`config.mk`:
```
export PLATFORM = sky130hd
export DESIGN_NAME = crgm_front
export DESIGN_NICKNAME = d
export VERILOG_FILES = /design/src/design/crgm_pkg.sv /design/src/design/crgm_front.sv
export SDC_FILE = /design/constraint.sdc
export NUM_CORES = 1
export LEC_CHECK = 0
export BUFFER_PORTS_ARGS = -buffer_cell sky130_fd_sc_hd__buf_2
export CORE_UTILIZATION = 45
export DETAILED_ROUTE_END_ITERATION = 8
export GPL_TIMING_DRIVEN = 0
export PLACE_DENSITY = 0.66
export SLEW_MARGIN = 20
export SYNTH_ARGS = -nofsm -noshare
export SYNTH_HDL_FRONTEND = slang
export SYNTH_SLANG_ARGS = --single-unit
```
`constraint.sdc`:
```
create_clock -name clk -period 14.2 [get_ports clk]
set_clock_uncertainty 0.1 [all_clocks]
set_input_delay 0.71 -clock clk [delete_from_list [all_inputs] [get_ports clk]]
set_output_delay 0.71 -clock clk [all_outputs]
set_load 0.02 [all_outputs]
```
`src/design/crgm_pkg.sv`:
```
`default_nettype none
package crgm_pkg;

	localparam int MAX_BLOCKS_DEF = 256;
	localparam int QDEPTH = 2;

	typedef struct packed {
		logic        mode;
		logic        strand_minus;
		logic [31:0] query_start;
		logic [31:0] query_end;
		logic [31:0] target_end;
		logic [31:0] coding_start;
		logic [31:0] coding_end;
		logic [31:0] block_size;
		logic [31:0] block_query_start;
		logic [31:0] block_target_start;
		logic        last_block;
	} item_t;

	typedef struct packed {
		logic [31:0] genome_coding_start;
		logic [31:0] genome_coding_end;
		logic        fell_back;
		logic        overflow;
	} result_t;

	typedef enum logic [1:0] {
		OP_HEADER,
		OP_BLOCK,
		OP_LAST
	} op_t;

	typedef struct packed {
		op_t   op;
		item_t item;
	} qentry_t;

	typedef struct packed {
		logic        minus;
		logic [31:0] qstart;
		logic [31:0] qend;
		logic [31:0] tend;
		logic [31:0] cstart;
		logic [31:0] cend;
	} header_t;

	typedef enum logic [2:0] {
		S_IDLE,
		S_RD,
		S_DAT,
		S_APP,
		S_CMP,
		S_DONE
	} bstate_t;

endpackage
`default_nettype wire

```
`src/design/crgm_front.sv`:
```
`default_nettype none
module crgm_front
	import crgm_pkg::*;
(
	input  wire logic    clk,
	input  wire logic    arst_n,
	input  wire logic    start,
	output logic         busy,
	input  wire item_t   item,
	output logic         q_valid,
	output qentry_t      q_entry,
	input  wire logic    q_pop
);

	localparam int PW = (QDEPTH > 1) ? $clog2(QDEPTH) : 1;
	localparam int CW = $clog2(QDEPTH + 1);

	qentry_t        entries_q [QDEPTH];
	logic [PW-1:0]  wr_ptr_q;
	logic [PW-1:0]  rd_ptr_q;
	logic [CW-1:0]  cnt_q;
	logic           push;
	qentry_t        new_entry;

	assign busy    = (cnt_q == CW'(QDEPTH));
	assign push    = start && !busy;
	assign q_valid = (cnt_q != '0);
	assign q_entry = entries_q[rd_ptr_q];

	// classify the beat for the back end
	always_comb begin
		new_entry.item = item;
		if (!item.mode) begin
			new_entry.op = OP_HEADER;
		end else if (item.last_block) begin
			new_entry.op = OP_LAST;
		end else begin
			new_entry.op = OP_BLOCK;
		end
	end

	always_ff @(posedge clk) begin
		if (push) begin
			entries_q[wr_ptr_q] <= new_entry;
		end
	end

	always_ff @(posedge clk or negedge arst_n) begin
		if (!arst_n) begin
			wr_ptr_q <= '0;
			rd_ptr_q <= '0;
			cnt_q    <= '0;
		end else begin
			if (push) begin
				wr_ptr_q <= (wr_ptr_q == PW'(QDEPTH - 1)) ? '0 : wr_ptr_q + 1'b1;
			end
			if (q_pop && q_valid) begin
				rd_ptr_q <= (rd_ptr_q == PW'(QDEPTH - 1)) ? '0 : rd_ptr_q + 1'b1;
			end
			if (push && !(q_pop && q_valid)) begin
				cnt_q <= cnt_q + 1'b1;
			end else if (!push && q_pop && q_valid) begin
				cnt_q <= cnt_q - 1'b1;
			end
		end
	end

endmodule
`default_nettype wire

```
==> results.toml, run 1 <==
[sta]
fmax_mhz = 354
rsz0062_at_grt = "false"
setup_viol = 0
max_slew_margin_pct = 52.6
finalCriticalPeriod_ps = 2820
worst_slew_pin_slew_ps = 709
finalHoldViolCount = 0
timing.final.max_slew_violations = 0
setup_ws_ps = 11380
fin_setup_tns_ps = 0
fin_crit_sh_pct = 19.9
whs_ps = 216

[worst_setup_path]
required_ps = 13390
cp-end-kind = "primary output"
cp.buffers_inverters = 4
setup.worst_path.start_class = "flop"
cp_top_family = "buffers and inverters"
slowest_stage = "dfrtp_1"
cp_data_arrival_time_ps = 2010
path_max_fanout = 10
cp_cell_sequence = "buf_6, buf_6, buf_6, mux2_4, buf_2"
slowest_delay_ps = 340
worst-setup-path-type = "flop to primary output"
crit_top_cell = "buf_6"

[finish]
multiInputGateArea_sq_mm = 0.00373
final_common_cell = "buf_2"
final_nets = 1698
final_area_sq_mm = 0.0254
seqCellArea_sq_mm = 0.0158
final_cell_mix = "buf_2 (533), edfxtp_1 (522), mux2_4 (180)"
fin_cells = 2066
syn_to_final_growth_pct = 28.3
n_fill_cell = 3309
final_core_util_pct = 58.8
final_layout_size_suffix_gt1_share_pct = 61.6

[power]
ir_worst_vdd_mv = 0.147
internal_power_mw = 3.74
p_per_area_mw_per_mm2 = 215
comb_power_share_pct = 35.4
p_sw_share_pct = 31.5
switchingPower_mw = 1.72
power_leakage_nw = 10.1
p_total_mw = 5.45
clkPwrFrac_pct = 25.7
pwr-share-seq_pct = 39.0

[clocking]
insertion_delay_ps = 570
cts_tree = "yes"
cts_buffers = 54
cts_setup_buffers = 0
cts_max_path_buffers = 3
htreeDepth = 2
clock_tree.root_cell = "clkbuf_16"
clk_pin_slew_ps = 60
clock_sinks = 526

[global_route]
grt_pass1_vias = 10333
antenna_found_initial = 9
grt_overflow = 0
grt_usage_pct = 18.2
grt_max_degree = 51
grt_first_pass_wirelength_mm = 60.6

[place]
port_buffers = 525
place_ws_ps = 11200
gp_congestion = 0.762
place_inst = 1963
dp_hpwl_mm = 30.4
place_area_sq_mm = 0.0236

[detailed_routing]
drc_errors = 0
via_per_inst = 4.81
first_pass_iters = 5
wl_mm = 42.0
vias = 9937
drt_iter0_drc = 391
route.detailed.wl_per_inst_um = 20.3
ant_nets = 0

[synth]
syn-instance-count = 836
synth_fp_nets = 1099
synth_area_sq_mm = 0.0198
yosysSeqAreaShare_pct = 79.8
ys_types = 19
syn_area_per_cell_sq_um = 23.7
synth-seq-cells = 526
yosys_warnings = 0

[status]
status = "finished clean"

[floorplanning]
start_util_pct = 45.8
die_h_um = 212
dieArea_sq_mm = 0.0448
core_sq_mm = 0.0432
num_rows = 76
ios = 526
die_w_um = 212

[run]
max_cap_viol_count = 0

[min_path]
hold_class = "input port to flop"
[cell usage after synthesis (all sizes together)]
library cell,n,share of area [%]
edfxtp,522,79
mux2,261,18
buf,29,1.4
dfrtp,4,0.51
a21oi,3,0.076
inv,2,0.038
nand2,2,0.038
nor2b,2,0.063
o21ai,2,0.051
xnor2,2,0.089
and2,1,0.032
and3,1,0.032
nand2b,1,0.032
nor2,1,0.019
nor3b,1,0.038
o211ai,1,0.038
or2,1,0.032
[area by class of cell]
type	instances	area share [%]
tap	585	2.89
multi-input combinational	279	14.7
sequential	526	62.2
timing repair buffer	543	12.1
clock inverter	31	1.19
clock buffer	68	5.78
inverter	2	0.0296
antenna	3	0.0296
buffer	29	1.09
[routing by layer]
metal	global-route usage, %	up-vias	part of all wire, %
li1	-	4566	-
met2	32.6	370	53
met5	0	-	0.15
met3	6.41	85	8.7
met1	19.7	4906	36
met4	6.80	10	2.6
[final timing paths]
| kind | endpoint | startpoint | slack, ps | depth (start not counted) |
|---|---|---|---|---|
| setup / recovery | q_entry[103] | rd_ptr_q | 11380 | 5 |
| hold / removal | entries_q[1][59] | item[59] | 220 | 1 |
| min in group asynchronous | wr_ptr_q | arst_n | 380 | 2 |
| setup reg to reg | entries_q[0][163] | cnt_q[0] | 11470 | 8 |
| hold reg to reg | wr_ptr_q | wr_ptr_q | 450 | 1 |
| max in group asynchronous | rd_ptr_q | arst_n | 13490 | 2 |
[flip-flops by register name, summed over array words and instances, names as in the netlist]
signal / flops
cnt_q: 2
entries_q: 522
rd_ptr_q: 1
wr_ptr_q: 1
[kinds of logic (layout without fill, tap and decap cells)]
kind of cell,Yosys count,count (layout),synth area share (%)
compound gates,6,6,0.164
flops,526,526,79.8
simple gates,10,10,0.285
mux,261,261,18.3
buf+inv,31,673,1.44
other cells,0,3,0
xor+xnor,2,2,0.0886
[power by group through the flow]
stage / clock, mW / combinational, mW / sequential, mW
floorplan: 0 / 1.32 / 2.26
global placement: 0 / 1.86 / 2.35
detailed placement: 0 / 1.95 / 2.16
CTS: 1.43 / 1.96 / 2.13
global route: 1.49 / 2.03 / 2.15
finish: 1.40 / 1.93 / 2.13
[worst register-to-register path: stages (launching register included)]
cell and delay (ps):
dfrtp_1 400, nand2b_1 200, nand2_1 140, nor2_4 570, buf_16 240, buf_16 200
buf_12 210, buf_16 200, buf_16 180
[repair_timing]
item                                    CTS  global route
endpoints found under the hold margin     4             0
endpoints found under the setup margin    0             0
hold buffers                              1             0
resized for setup                         0             0
Power figures use the tool's default switching activity.
==> run 2: changes to the inputs <==
Clock period 14.2 ns to 2.85 ns, I/O delays scaled along.
==> run 2 against run 1 <==
Compared with the run above:
- sequential share of layout area decreased by 5.7 points
- sequential cell count unchanged
- worst hold slack got worse by 42 ps
- critical path type is now flop to flop
- largest cell class unchanged
- highest routed layer is now met4
==> results.toml, run 2 (synthesis results as in run 1) <==
[detailed_routing]
wl_mm = 45.1
route.detailed.wl_per_inst_um = 19.4
first_pass_iters = 4
vias = 10982
drt_iter0_drc = 524
via_per_inst = 4.73
drc_errors = 0
ant_nets = 0

[worst_setup_path]
slowest_stage = "dfrtp_1"
cp_top_family = "buffers and inverters"
r2r_slack_ps = 540
r2r_end = "entries_q[0][172]"
slowest_delay_ps = 410
path_max_fanout = 25
cp_cell_sequence = "nand2b_4, nand2_4, nor2_4, buf_16, buf_12, buf_16, buf_12, buf_12"
r2r_start = "cnt_q[0]"
required_ps = 3030
setup.worst_path.start_class = "flop"
cp_data_arrival_time_ps = 2490
worst-setup-path-type = "flop to flop"
cp-end-kind = "flop"
worst-r2r-cell-count = 8
cp.buffers_inverters = 5
crit_top_cell = "buf_12"

[min_path]
hold_start = "item[1]"
whs_path_depth = 2
hold-path-endpoint = "entries_q[0][1]"
hold_class = "input port to flop"

[status]
status = "finished clean"

[global_route]
grt_first_pass_wirelength_mm = 66.0
grt_max_degree = 51
grt_pass1_vias = 11992
grt_usage_pct = 19.6
antenna_found_initial = 2
grt_overflow = 0

[place]
place_inst = 1964
port_buffers = 525
gp_congestion = 0.731
place_area_sq_mm = 0.0236
dp_hpwl_mm = 29.6

[floorplanning]
start_util_pct = 45.8
ios = 526
num_rows = 76
die_h_um = 212
dieArea_sq_mm = 0.0448
core_sq_mm = 0.0432
die_w_um = 212

[clocking]
cts_max_path_buffers = 3
cts_tree = "yes"
cts_buffers = 53
clk_pin_slew_ps = 60
htreeDepth = 2
clock_tree.root_cell = "clkbuf_16"
insertion_delay_ps = 590
clock_sinks = 526

[sta]
fmax_mhz = 433
rsz0062_at_grt = "false"
worst_slew_pin_slew_ps = 306
max_slew_margin_pct = 79.6
setup_viol = 0
finalCriticalPeriod_ps = 2310
finalHoldViolCount = 0
fin_crit_sh_pct = 81.1
timing.final.max_slew_violations = 0
fin_setup_tns_ps = 0

[finish]
syn_to_final_growth_pct = 41.2
multiInputGateArea_sq_mm = 0.00375
reg_top3 = "entries_q x522, cnt_q x2"
final_cell_mix = "buf_2 (533), edfxtp_1 (522), dlygate4sd3_1 (264)"
final_area_sq_mm = 0.0279
final_nets = 1962
seqCellArea_sq_mm = 0.0158
largest-register = "entries_q"
final_common_cell = "buf_2"
fin_cells = 2322
final_layout_size_suffix_gt1_share_pct = 52.2
n_fill_cell = 3002
largest_reg_flops = 522

[power]
ir_worst_vdd_mv = 0.657
p_per_area_mw_per_mm2 = 979
power_leakage_nw = 11.1

[run]
max_cap_viol_count = 0
==> run 2: final cells by class <==
cell class                 instances  share of cell area, %
inverter                           2                 0.0269
multi-input combinational        279                   13.4
buffer                            29                  0.990
antenna                            2                 0.0179
tap                              585                   2.62
clock buffer                      62                   5.02
clock inverter                    29                  0.937
timing repair buffer             808                   20.5
sequential                       526                   56.5
==> run 2: through the flow <==
stage	setup WS [ps]	util (%)	hold slack, ps	power [mW]
after floorplan	-2110	-	-253	17.5
after global placement	-4330	53.7	-145	20.4
after detailed placement	101	54.7	-139	20.5
after CTS	84.1	64.6	127	27.5
after global routing	428	64.7	145	28.4
final	540	64.7	174	27.3
==> run 2: routing by layer <==
| metal | global-route usage, % | wire, um |
|---|---|---|
| met1 | 21.5 | 16600 |
| met2 | 35.7 | 24200 |
| met3 | 6.32 | 3210 |
| met4 | 6.40 | 1130 |
| met5 | 0 | 0 |
==> run 2: report_power, final <==
group,leakage (nW),internal (mW),switching (mW)
clock network,0.806,3.93,2.78
registers,4.93,10.3,0.342
logic,5.38,4.44,5.57
total,11.1,18.6,8.69
==> run 2: worst reg2reg max path, cell delays in order (launching register included) <==
cell and delay [ps]:
dfrtp_1 410, nand2b_4 180, nand2_4 60, nor2_4 200, buf_16 210, buf_12 200, buf_16 200, buf_12 210
buf_12 220
==> run 2: how the worst max path moves through the flow <==
stage	start	end	cells after the start	slack (ps)
finish	cnt_q[0]	entries_q[0][172]	8	540
global route	cnt_q[0]	entries_q[0][172]	8	430
CTS	cnt_q[0]	entries_q[0][171]	8	80
detailed placement	cnt_q[0]	entries_q[0][172]	8	100
global placement	cnt_q[0]	entries_q[0][175]	3	-4330
floorplan	cnt_q[0]	entries_q[0][0]	3	-2110
==> run 2: timing repair <==
item,CTS,global route
hold buffers,264,0
endpoints found under the setup margin,0,25
endpoints found under the hold margin,541,0
buffers inserted,0,1
resized for setup,0,0
